**config.mk**
```make
export PLATFORM = sky130hd
export DESIGN_NAME = irrc_front
export DESIGN_NICKNAME = d
export VERILOG_FILES = /design/src/irrc_pkg.sv /design/src/irrc_front.sv
export SDC_FILE = /design/constraint.sdc
export NUM_CORES = 1
export LEC_CHECK = 0
export BUFFER_PORTS_ARGS = -buffer_cell sky130_fd_sc_hd__buf_2
export CORE_AREA = 2 2 96 98
export DETAILED_ROUTE_END_ITERATION = 7
export DIE_AREA = 0 0 98 100
export PLACE_DENSITY = 0.59
export SETUP_SLACK_MARGIN = 0.2
export SLEW_MARGIN = 20
export SYNTH_ARGS = -nofsm -noshare
export SYNTH_HDL_FRONTEND = slang
export SYNTH_SLANG_ARGS = --single-unit
```
**constraint.sdc**
```tcl
create_clock -name vclk -period 2.2
set_clock_uncertainty 0.15 [all_clocks]
set_input_delay 0.22 -clock vclk [all_inputs]
set_output_delay 0.22 -clock vclk [all_outputs]
set_load 0.01 [all_outputs]
```
**src/irrc_pkg.sv**
```systemverilog
// ----------------------------------------------------------------------------
// irrc_pkg
// Shared types and constants of the IPv4 range rule classifier.
// ----------------------------------------------------------------------------
`default_nettype none
package irrc_pkg;

  localparam int MAX_RULES_DEF = 16;
  localparam int TAG_BITS_DEF  = 8;
  localparam int QUEUE_DEPTH   = 2;

  localparam logic [7:0] PROTO_ANY  = 8'd0;
  localparam logic [7:0] PROTO_TCP  = 8'd6;
  localparam logic [7:0] PROTO_UDP  = 8'd17;
  localparam logic [7:0] PROTO_UDPL = 8'd136;

  localparam logic [16:0] UDP_HDR_BYTES = 17'd8;
  localparam logic [16:0] TCP_HDR_BYTES = 17'd20;

  typedef enum logic [1:0] {
    KIND_CLASSIFY = 2'd0,
    KIND_ADD      = 2'd1,
    KIND_DELETE   = 2'd2,
    KIND_SET_EN   = 2'd3
  } kind_t;

  typedef enum logic [1:0] {
    ST_OK      = 2'd0,
    ST_NOMATCH = 2'd1,
    ST_FULL    = 2'd2
  } status_t;

  // One decoded item between front and back. For a classify, addr_a holds
  // the selected address, port_a the selected port and proto the folded one.
  typedef struct packed {
    kind_t       kind;
    logic        flag;
    logic [31:0] addr_a;
    logic [31:0] addr_b;
    logic [7:0]  proto;
    logic [15:0] port_a;
    logic [15:0] port_b;
    logic [7:0]  tag;
    logic        len_ok;
    logic        port_chk;
  } q_item_t;

endpackage
`default_nettype wire

```
**src/irrc_front.sv**
```systemverilog
// ----------------------------------------------------------------------------
// irrc_front
// Decodes an incoming item: selects address and port, folds the protocol and
// checks the header length.
// ----------------------------------------------------------------------------
`default_nettype none
module irrc_front (
  input  wire logic [1:0]     kind,
  input  wire logic           flag,
  input  wire logic [31:0]    addr_a,
  input  wire logic [31:0]    addr_b,
  input  wire logic [7:0]     proto_in,
  input  wire logic [15:0]    port_a,
  input  wire logic [15:0]    port_b,
  input  wire logic [3:0]     header_words,
  input  wire logic [15:0]    avail_len,
  input  wire logic [7:0]     rule_tag,
  output irrc_pkg::q_item_t   item
);
  import irrc_pkg::*;

  logic [16:0] hlen;
  logic [16:0] avail;
  logic        is_udp;
  logic        is_tcp;

  always_comb begin
    hlen   = {11'd0, header_words, 2'b00};
    avail  = {1'b0, avail_len};
    is_udp = (proto_in == PROTO_UDP) || (proto_in == PROTO_UDPL);
    is_tcp = (proto_in == PROTO_TCP);

    item          = '0;
    item.kind     = kind_t'(kind);
    item.flag     = flag;
    item.addr_a   = addr_a;
    item.addr_b   = addr_b;
    item.proto    = proto_in;
    item.port_a   = port_a;
    item.port_b   = port_b;
    item.tag      = rule_tag;
    item.len_ok   = 1'b1;
    item.port_chk = 1'b0;

    if (kind_t'(kind) == KIND_CLASSIFY) begin
      item.addr_a   = flag ? addr_b : addr_a;
      item.port_a   = flag ? port_a : port_b;
      item.port_chk = is_udp || is_tcp;
      if (is_udp) begin
        item.proto  = PROTO_UDP;
        item.len_ok = avail >= hlen + UDP_HDR_BYTES;
      end else if (is_tcp) begin
        item.len_ok = avail >= hlen + TCP_HDR_BYTES;
      end else begin
        item.proto  = PROTO_ANY;
        item.port_a = 16'd0;
        item.len_ok = avail >= hlen;
      end
    end
  end

endmodule
`default_nettype wire

```
==> out/results.ini <==
[outcome]
outcome = finished with violations
violations = setup timing

[placed_design]
place_area_um2 = 2547
pre_cts_ws_ns = -0.1948
dp.final_hpwl_um = 5484
gp_congestion = 0.7346
port_buffers = 236

[routing]
ant_nets = 0
initialDrtViolationCount = 13
firstDrtPassIters = 4
post-route-drc-count = 0
wire_per_inst_um = 12.68
via_per_inst = 4.138
vias = 2007
routed_wl_um = 6152

[critical_path]
startpoint = header_words[1]
cp_slowest_stage_delay_ns = 0.31
required_ns = 1.83
path_cells = buf_12 > ha_4 > xnor2_2 > ha_1 > and3b_1 > a221o_1 > a211oi_2 > o22ai_1 > a21o_1 > buf_2
setup.worst_path.class = in2out
cp_max_fo = 6
endpoint_kind = primary output
start_kind = input port
critical-path-top-delay-family = compound AO/OA/AOI/OAI gates
path_buf_inv = 2
cp.arrival_ns = 1.95
crit_path_top_delay_cell = a221o_1

[global_route]
grt_pass1_wl_um = 8618
grt_pass1_vias = 1742
grt.total_usage = 0.1035
grt-ovfl-total = 0
antenna_found_initial = 0
grt_max_degree = 33

[logic_synthesis]
synth.avg_cell_area_um2 = 8.206
ys_warn_count = 0
synth_fp_nets = 348
synthesis.instances = 197
synth_area_leaders = buf_4 27%, mux2_2 20%, ha_1 12%
yosysSeqAreaShare = 0
yosysTopAreaCell = buf_4
netlist_area_um2 = 1617
synth_top_area_share = 0.2740
synth_cell_types = 38

[power]
power_frac_seq = 0
switching_share = 0.4650
p_sw_mw = 0.2374
p_int_mw = 0.2731
p_leak_nw = 1.532
peakVddDrop_v = 0.00006388
total_power_mw = 0.5106
comb_power_share = 1.000
pwr-share-clk = 0
power_density_nw_per_um2 = 192.9

[flow_run]
maxCapViolations = 0

[floorplan]
die_h_um = 100
num_io_pins = 252
rows = 35
die-area_um2 = 9800
die_w_um = 98
start_util = 0.1818
design.core.area_um2 = 8890

[sta]
period_share = 1.057
slew_violations = 0
fin_crit_ns = 2.325
rsz0062_at_grt = true
max_freq_ghz = 0.4302
fin_ws_ns = -0.1247
finalSetupTns_ns = -0.1247
finalSetupViolCount = 1
worst-slew-pin-transition_ns = 0.3345
timing.hold.ws_ns = 0.2900
slew_headroom = 0.7751
hold_viol_final = 0

[final_layout]
design_area_um2 = 2646
final-seq-area_um2 = 0
antenna_cells = 0
layout-drive-gt1-share = 0.7674
num-nets-final = 527
num-clock-buffers = 0
area.growth.synth_to_final_pct = 63.70
seq_cells = 0

[min_path]
hold_path.startpoint = rule_tag[0]
hold_class = in2out

[clock_network]
cts_hold_buf = 0

==> power by group through the flow <==
stage                     logic [mW]  registers (mW)  clock network, mW
after floorplan                0.305               0                  0
after detailed placement       0.501               0                  0
after global placement         0.492               0                  0
final                          0.511               0                  0
after global routing           0.559               0                  0
after CTS                      0.514               0                  0
==> metrics by stage <==
step                      instances  utilization
after floorplan                 197            -
after global placement          483       0.2866
after detailed placement        483       0.2866
after CTS                       485       0.2973
after global routing            485       0.2977
final                           485       0.2977
==> worst paths after layout <==
check | cells after the start | endpoint | slack [ns]
worst max-delay path | 10 | item[1] | -0.12
worst min-delay path | 0 | item[2] | 0.29
==> what timing repair did <==
item,in CTS,in global routing
endpoints found under the hold margin,0,0
pin swaps,22,0
resized for setup,17,3
setup endpoints to repair,17,17
buffers inserted,1,0
gates cloned,1,0
==> cell usage in the layout, fill, tap and decap left out, types with 2 or more instances in the layout <==
master	instances
buf_2	230
nand3_1	3
buf_12	3
nor3_1	2
buf_4	5
a21o_1	4
nor2_1	6
a22o_1	16
buf_6	3
inv_1	6
a211oi_2	2
buf_8	2
a21o_2	2
ha_1	13
mux2_2	28
and2_1	5
nand2_1	7
ha_4	3
o21ai_0	2
o31ai_1	2
a21oi_1	4
and4bb_1	2
mux2_1	4
==> cells in the mapped netlist, drive strengths merged, types with 3 or more instances <==
cell type / instances
a22o: 16
a21o: 6
mux2: 32
a21oi: 4
nand2: 7
buf: 65
and2: 5
nor2: 6
inv: 7
nand3: 3
a211oi: 3
and4bb: 3
ha: 16
o21ai: 3
==> layout make-up <==
| cell class | count | area (um^2) |
|---|---|---|
| fillers | 993 | 6243 |
| inverters | 7 | 26.28 |
| multi-input cells | 123 | 1144 |
| well taps | 111 | 138.9 |
| repair buffers | 244 | 1338 |
==> layer usage <==
metal / vias up / track usage / wire length, um
met3: 2 / 0.008357 / 505
met2: 97 / 0.1855 / 3155
li1: 1012 / - / -
met1: 896 / 0.1438 / 2486
met5: - / 0 / 0
met4: 0 / 0.002137 / 4
==> kinds of logic after synthesis <==
group / share of synthesized area
xor+xnor: 0.01626
simple gates: 0.1238
mux: 0.2229
compound gates: 0.1865
buf+inv: 0.3266
fa+ha+maj: 0.1238
(Power assumes the default switching activity.)
