### src/irrc_pkg.sv
// ----------------------------------------------------------------------------
// irrc_pkg
// Shared types and constants of the IPv4 range rule classifier.
// ----------------------------------------------------------------------------
`default_nettype none
package irrc_pkg;

  localparam int MAX_RULES_DEF = 16;
  localparam int TAG_BITS_DEF  = 8;
  localparam int QUEUE_DEPTH   = 2;

  localparam logic [7:0] PROTO_ANY  = 8'd0;
  localparam logic [7:0] PROTO_TCP  = 8'd6;
  localparam logic [7:0] PROTO_UDP  = 8'd17;
  localparam logic [7:0] PROTO_UDPL = 8'd136;

  localparam logic [16:0] UDP_HDR_BYTES = 17'd8;
  localparam logic [16:0] TCP_HDR_BYTES = 17'd20;

  typedef enum logic [1:0] {
    KIND_CLASSIFY = 2'd0,
    KIND_ADD      = 2'd1,
    KIND_DELETE   = 2'd2,
    KIND_SET_EN   = 2'd3
  } kind_t;

  typedef enum logic [1:0] {
    ST_OK      = 2'd0,
    ST_NOMATCH = 2'd1,
    ST_FULL    = 2'd2
  } status_t;

  // One decoded item between front and back. For a classify, addr_a holds
  // the selected address, port_a the selected port and proto the folded one.
  typedef struct packed {
    kind_t       kind;
    logic        flag;
    logic [31:0] addr_a;
    logic [31:0] addr_b;
    logic [7:0]  proto;
    logic [15:0] port_a;
    logic [15:0] port_b;
    logic [7:0]  tag;
    logic        len_ok;
    logic        port_chk;
  } q_item_t;

endpackage
`default_nettype wire

### src/irrc_queue.sv
// ----------------------------------------------------------------------------
// irrc_queue
// Short register queue between the front and back parts.
// ----------------------------------------------------------------------------
`default_nettype none
module irrc_queue (
  input  wire logic               clk,
  input  wire logic               rst,
  input  wire logic               push,
  input  irrc_pkg::q_item_t       push_item,
  output logic                    full,
  input  wire logic               pop,
  output logic                    nonempty,
  output irrc_pkg::q_item_t       head
);
  import irrc_pkg::*;

  localparam int PtrW = (QUEUE_DEPTH > 1) ? $clog2(QUEUE_DEPTH) : 1;
  localparam int CntW = $clog2(QUEUE_DEPTH + 1);

  q_item_t           slots [QUEUE_DEPTH];
  logic [PtrW-1:0]   wr_ptr;
  logic [PtrW-1:0]   rd_ptr;
  logic [CntW-1:0]   fill;

  assign full     = (fill == CntW'(QUEUE_DEPTH));
  assign nonempty = (fill != '0);
  assign head     = slots[rd_ptr];

  always_ff @(posedge clk) begin
    if (push) begin
      slots[wr_ptr] <= push_item;
    end
    if (rst) begin
      wr_ptr <= '0;
      rd_ptr <= '0;
      fill   <= '0;
    end else begin
      if (push) begin
        wr_ptr <= (wr_ptr == PtrW'(QUEUE_DEPTH - 1)) ? '0 : wr_ptr + 1'b1;
      end
      if (pop) begin
        rd_ptr <= (rd_ptr == PtrW'(QUEUE_DEPTH - 1)) ? '0 : rd_ptr + 1'b1;
      end
      if (push && !pop) begin
        fill <= fill + 1'b1;
      end else if (pop && !push) begin
        fill <= fill - 1'b1;
      end
    end
  end

endmodule
`default_nettype wire

### config.mk
export PLATFORM = sky130hd
export DESIGN_NAME = irrc_queue
export DESIGN_NICKNAME = d
export VERILOG_FILES = /design/src/irrc_pkg.sv /design/src/irrc_queue.sv
export SDC_FILE = /design/constraint.sdc
export NUM_CORES = 1
export LEC_CHECK = 0
export BUFFER_PORTS_ARGS = -buffer_cell sky130_fd_sc_hd__buf_4
export CAP_MARGIN = 5
export CORE_MARGIN = 3
export CORE_UTILIZATION = 52
export DETAILED_ROUTE_END_ITERATION = 10
export PLACE_DENSITY_LB_ADDON = 0.15
export SLEW_MARGIN = 0
export SYNTH_ARGS = -nofsm -noshare
export SYNTH_HDL_FRONTEND = slang
export SYNTH_SLANG_ARGS = --single-unit
### constraint.sdc
create_clock -name clk -period 8.7 [get_ports clk]
set_input_delay 1.74 -clock clk [delete_from_list [all_inputs] [get_ports clk]]
set_output_delay 1.74 -clock clk [all_outputs]
set_load 0.005 [all_outputs]
==> flow_metrics.py, run 1 <==
metrics = {
    "sta": {
        "setup_viol": 0,
        "slew_headroom": 0.396,
        "final.setup.tns_ns": 0,
        "rsz0062_at_grt": "false",
        "worst_slack_ns": 4.06,
        "fin_crit_ns": 4.64,
        "hold_violations": 0,
        "fin_crit_sh": 0.534,
        "timing.fmax_mhz": 215,
        "finalClockSkew_ns": 0.00642,
        "tightest_slew_ns": 0.905,
        "report.final.slew_viol_count": 0,
    },
    "floorplanning": {
        "die_w_um": 136,
        "dieArea_sq_um": 18400,
        "rows": 46,
        "ios": 240,
        "die_h_um": 136,
        "start_util": 0.542,
        "core_region_area_sq_um": 16200,
    },
    "cells_and_area": {
        "nets": 764,
        "final_area_sq_um": 11600,
        "area_growth_pct": 32.7,
        "fin_cells": 876,
        "antenna_cells": 0,
        "fill_cells": 1027,
        "drive_above_1_share": 0.602,
    },
    "logic_synthesis": {
        "ys.warnings.count": 0,
        "syn_inst": 386,
        "synth_area_per_cell_sq_um": 22.7,
        "yosys.area.top_type_share": 0.802,
        "synth_area_leaders": "edfxtp_1 80%, mux2_2 11%, mux2_4 5.1%",
        "yosys-top-cells-count": "234 x edfxtp_1, 87 x mux2_2, 30 x mux2_4, 8 x buf_2",
        "synth_seq_cells": 239,
        "ys_types": 17,
        "ys_seq_area_frac": 0.813,
        "synth-edff-count": 234,
        "netlist_area_sq_um": 8760,
        "synth_nets": 508,
        "synth_top_flop_cell": "edfxtp_1",
        "yosysMostFrequentCell": "edfxtp_1",
        "synth_top_area_cell": "edfxtp_1",
        "async_reset_ff_frac": 0,
    },
    "global_route": {
        "grt.met3_usage": 0.0598,
        "grt_max_degree": 65,
        "top_usage_layer": "met2",
        "antenna_found_initial": 0,
        "met1_usage": 0.229,
        "grt_util_met2": 0.291,
        "grt.total_usage": 0.180,
        "grt_pass1_vias": 4765,
        "grt_overflow": 0,
        "grt_pass1_wl_um": 25500,
    },
    "routing": {
        "ant_nets": 0,
        "route.final.wire_length_um": 17000,
        "dr.pass1.iters": 4,
        "drc": 0,
        "vias": 4426,
        "avgViaCountPerCell": 5.05,
        "avgRoutedWirePerCell_um": 19.5,
        "initialDrtViolationCount": 310,
    },
    "critical_path": {
        "regToRegStartpoint": "wr_ptr",
        "critPathCaptureType": "output port",
        "rrSetupSlack_ns": 6.25,
        "crit_end": "head[17]",
        "required_ns": 6.96,
        "r2r-end": "slots[0][86]",
        "critPathKind": "reg -> out",
        "crit_cells": 3,
        "reg2reg_depth": 3,
        "cp_slowest_cell": "dfxtp_4",
        "startpoint_type": "flop",
        "cp_max_fo": 64,
        "critPathBufInv": 2,
        "max_stage_delay_ns": 0.90,
        "crit_top_cell": "buf_4",
        "cpLargestDelayFamily": "buffers and inverters",
        "path_cells": "buf_4 -> mux2_2 -> buf_4",
        "worstPathArrival_ns": 2.90,
    },
    "placed_design": {
        "finalWeightedCongestion": 0.731,
        "port_buffers": 239,
        "dp_slack_ns": 4.58,
        "dp.cells": 832,
        "dpl.hpwl_um": 11100,
        "placed_cell_area_sq_um": 10800,
    },
    "pwr": {
        "swShare": 0.195,
        "p_per_area_nw_per_um2": 238,
        "seqPwrFrac": 0.496,
        "p_comb_frac": 0.107,
        "power.internal_mw": 2.23,
        "power.switching_uw": 540,
        "total_leakage_power_nw": 4.43,
        "power_frac_clock": 0.396,
        "vdd_drop_max_mv": 0.153,
        "finalPower_mw": 2.77,
    },
    "outcome": {
        "status": "finished clean",
    },
    "clocking": {
        "h-tree-depth": 1,
        "numCtsBuffers": 24,
        "cts-resized-gates": 0,
        "cts_setup_buffers": 0,
        "clk_latency_ns": 0.50,
        "path_clk_slew_ns": 0.06,
        "cts-hold-fix-buffers": 0,
        "cts_tree": "done",
        "clockRootBuffer": "clkbuf_16",
        "cts.path.max_buffers": 3,
        "cts_num_sinks": 239,
    },
    "flow_run": {
        "max_cap_viol_count": 0,
    },
    "worst_hold_path": {
        "hold_class": "reg -> reg",
    },
}
## tightest hold or removal path, stage by stage (launching register included)
cell	delay, ns
dfxtp_1	0.33
o21ai_0	0.07
a21oi_1	0.06
## layer usage
metal / part of all wire / vias up / wire length (um)
li1: - / 2040 / -
met2: 0.49 / 192 / 8350
met4: 0.029 / 0 / 489
met5: 0 / - / 0
met1: 0.39 / 2156 / 6610
met3: 0.094 / 38 / 1600
## worst min path at each step
| stage | cells past startpoint | to | startpoint | slack, ns |
|---|---|---|---|---|
| floorplan | 2 | fill[1] | fill[1] | 0.46 |
| global placement | 2 | fill[1] | fill[1] | 0.47 |
| detailed placement | 2 | fill[1] | fill[1] | 0.50 |
| CTS | 2 | fill[1] | fill[1] | 0.51 |
| global route | 2 | fill[1] | fill[1] | 0.57 |
| finish | 2 | fill[1] | fill[1] | 0.51 |
## logic make-up after synthesis
logic type	count (synthesis)	share of synthesized area
fa+ha+maj	1	0.00143
xor+xnor	4	0.00400
flops	239	0.813
simple gates	9	0.00528
buf+inv	14	0.0114
compound gates	2	0.00114
mux	117	0.163
## metrics by stage
stage / hold slack, ns / utilization
2_1_floorplan: 0.456 / -
3_3_place_gp: 0.473 / 0.666
3_5_place_dp: 0.504 / 0.666
4_1_cts: 0.515 / 0.719
5_1_grt: 0.565 / 0.719
6_report: 0.505 / 0.719
## flip-flops by register name, indices dropped and copies added (netlist names), named ones only
register / count
rd_ptr: 1
slots: 234
wr_ptr: 1
fill: 2
## power groups by stage
stage	Clock, mW	Combinational, mW	Sequential, mW
global placement	0	0.297	1.39
finish	1.10	0.298	1.37
detailed placement	0	0.301	1.40
CTS	1.12	0.304	1.37
global route	1.17	0.320	1.38
floorplan	0	0.144	1.39
## layout make-up
class	count	area, sq um	share of cell area
well taps	216	270	0.0232
inverters	1	3.75	0.000323
clock inverters	11	201	0.0173
repair buffers	243	1820	0.157
flip-flops and latches	239	7130	0.613
clock buffers	33	656	0.0564
multi-input cells	133	1540	0.133
## cells in the final DEF (no fill, tap or decap)
cell type and count:
mux2_4 30, nor2b_4 1, clkinv_2 2, mux2_2 87
and2_4 1, buf_4 243, xor2_1 2, or2_2 1
edfxtp_1 234, clkinv_1 3, o21ai_0 1, dfxtp_4 1
nor2_1 4, nor2b_1 1, inv_1 1, clkbuf_1 8
or3_1 1, dfxtp_1 4, ha_1 1, a21oi_1 1
xnor2_1 2, clkbuf_16 25, bufinv_16 6
(Power assumes the default switching activity.)
==> run 2: changes to the inputs <==
Settings changed: ABC_AREA set to 1.
Clock period 8.7 ns to 4.8 ns, I/O delays scaled along.
==> flow_metrics.py, run 2 <==
metrics = {
    "outcome": {
        "status": "finished clean",
    },
    "global_route": {
        "grt_overflow": 0,
        "grt_max_degree": 95,
        "grt_pass1_wl_um": 25100,
        "antenna_found_initial": 0,
        "grt.total_usage": 0.178,
        "grt_pass1_vias": 4747,
    },
    "logic_synthesis": {
        "yosys.area.top_type_share": 0.800,
        "synthAdderAreaFrac": 0.00143,
        "syn_inst": 397,
        "yosysMostFrequentCell": "edfxtp_1",
        "netlist_area_sq_um": 8780,
        "synth_compound_area_frac": 0.00114,
        "synthMuxAreaShare": 0.163,
        "synth_area_leaders": "edfxtp_1 80%, mux2_2 11%, mux2_4 5.1%",
        "synth_top_area_cell": "edfxtp_1",
        "synth_top_family_by_area": "multiplexers",
        "async_reset_ff_frac": 0,
        "synth_top_flop_cell": "edfxtp_1",
        "yosys.area_share.xor_xnor": 0.000998,
        "synth_nets": 519,
        "synth-simple-area-share": 0.00698,
        "ys_seq_area_frac": 0.812,
        "synth-edff-count": 234,
        "synth_seq_cells": 239,
        "ys.warnings.count": 0,
        "ys_types": 16,
        "synth_area_per_cell_sq_um": 22.1,
        "yosys-top-cells-count": "234 x edfxtp_1, 87 x mux2_2, 30 x mux2_4, 9 x inv_1, 8 x buf_2",
    },
    "floorplanning": {
        "ios": 240,
        "core_region_area_sq_um": 16200,
        "dieArea_sq_um": 18500,
        "die_w_um": 136,
        "rows": 46,
        "die_h_um": 136,
        "start_util": 0.541,
    },
    "pwr": {
        "vdd_drop_max_mv": 0.301,
        "finalPower_mw": 4.85,
        "total_leakage_power_nw": 4.44,
        "p_per_area_nw_per_um2": 417,
    },
    "cells_and_area": {
        "area_growth_pct": 32.4,
        "largest_reg_flops": 234,
        "nets": 775,
        "fill_cells": 1050,
        "most-common-layout-cells": "241 x buf_4, 234 x edfxtp_1, 87 x mux2_2",
        "antenna_cells": 0,
        "max_flop_register": "slots",
        "drive_above_1_share": 0.596,
        "final_common_cell": "buf_4",
        "fin_cells": 884,
        "reg.largest.list": "slots: 234 flops, fill: 2 flops",
    },
    "sta": {
        "hold_slack_ns": 0.546,
        "fin_crit_sh": 0.711,
        "fin_crit_ns": 3.41,
        "setup_viol": 0,
        "rsz0062_at_grt": "false",
        "report.final.slew_viol_count": 0,
        "hold_violations": 0,
        "finalClockSkew_ns": 0.00697,
        "tightest_slew_ns": 0.871,
        "final.setup.tns_ns": 0,
        "timing.fmax_mhz": 293,
        "slew_headroom": 0.419,
    },
    "routing": {
        "ant_nets": 0,
        "drc": 0,
        "avgRoutedWirePerCell_um": 19.4,
        "dr.pass1.iters": 4,
        "vias": 4474,
        "route.final.wire_length_um": 17100,
        "avgViaCountPerCell": 5.06,
        "initialDrtViolationCount": 217,
    },
    "placed_design": {
        "finalWeightedCongestion": 0.751,
        "port_buffers": 239,
        "dpl.hpwl_um": 11600,
        "dp.cells": 843,
    },
    "clocking": {
        "cts_setup_buffers": 0,
        "h-tree-depth": 1,
        "cts_num_sinks": 239,
        "cts.path.max_buffers": 3,
        "numCtsBuffers": 24,
        "cts-hold-fix-buffers": 0,
        "clockRootBuffer": "clkbuf_16",
        "cts-resized-gates": 0,
        "path_clk_slew_ns": 0.06,
        "cts_tree": "done",
        "clk_latency_ns": 0.49,
    },
    "critical_path": {
        "path_cells": "buf_12 -> mux2_2 -> buf_4",
        "critPathKind": "reg -> out",
        "cp_slowest_cell": "dfxtp_4",
        "critPathCaptureType": "output port",
        "max_stage_delay_ns": 0.91,
        "worstPathArrival_ns": 2.45,
        "required_ns": 3.84,
        "startpoint_type": "flop",
        "cp_max_fo": 60,
    },
    "flow_run": {
        "max_cap_viol_count": 0,
    },
    "worst_hold_path": {
        "hold_class": "reg -> reg",
    },
}
[run 2: final cells by class]
class                           count  area (sq um)  share of cell area
Sequential cell                   239          7130               0.613
Inverter                            9          36.3             0.00312
Clock inverter                     14           176              0.0152
Tap cell                          216           270              0.0232
Clock buffer                       27           633              0.0545
Timing Repair Buffer              243          1850               0.159
Multi-Input combinational cell    136          1530               0.132
[run 2: worst paths after layout]
kind / from / endpoint / slack (ns) / depth (start not counted)
worst min-delay path: wr_ptr / wr_ptr / 0.55 / 2
worst max register to register: wr_ptr / slots[1][91] / 2.83 / 3
worst max-delay path: flop / head[23] / 1.39 / 3
worst min register to register: wr_ptr / wr_ptr / 0.55 / 2
[run 2: worst max-delay path, delay by kind of cell (launching register included)]
| kind | cells | cell delay, ns |
|---|---|---|
| multiplexers | 1 | 0.39 |
| flip-flops | 1 | 0.91 |
| buffers and inverters | 2 | 0.54 |
[run 2: power by group]
group	leakage, nW	total, mW	switching (mW)	internal [mW]
registers	2.24	2.47	0.0485	2.42
clock network	0.386	1.87	0.714	1.16
logic	1.82	0.510	0.200	0.309
total	4.44	4.85	0.963	3.89
[run 2: cells by family (layout without fill, tap and decap cells)]
family | after synthesis | after routing
mux | 117 | 117
flops | 239 | 239
xor+xnor | 1 | 1
buf+inv | 22 | 293
compound gates | 2 | 2
fa+ha+maj | 1 | 1
simple gates | 15 | 15
[run 2: through the flow]
step                area (sq um)   util  setup WS (ns)
detailed placement         10800  0.666           1.91
floorplan                   8780      -          0.345
global placement           10800  0.666           1.96
global route               11600  0.716           1.27
finish                     11600  0.716           1.39
CTS                        11600  0.716           1.37
[run 2: routing by layer]
layer,part of all wire,track usage
met3,0.11,0.0703
met1,0.37,0.211
met2,0.51,0.306
met4,0.014,0.0465
met5,0,0
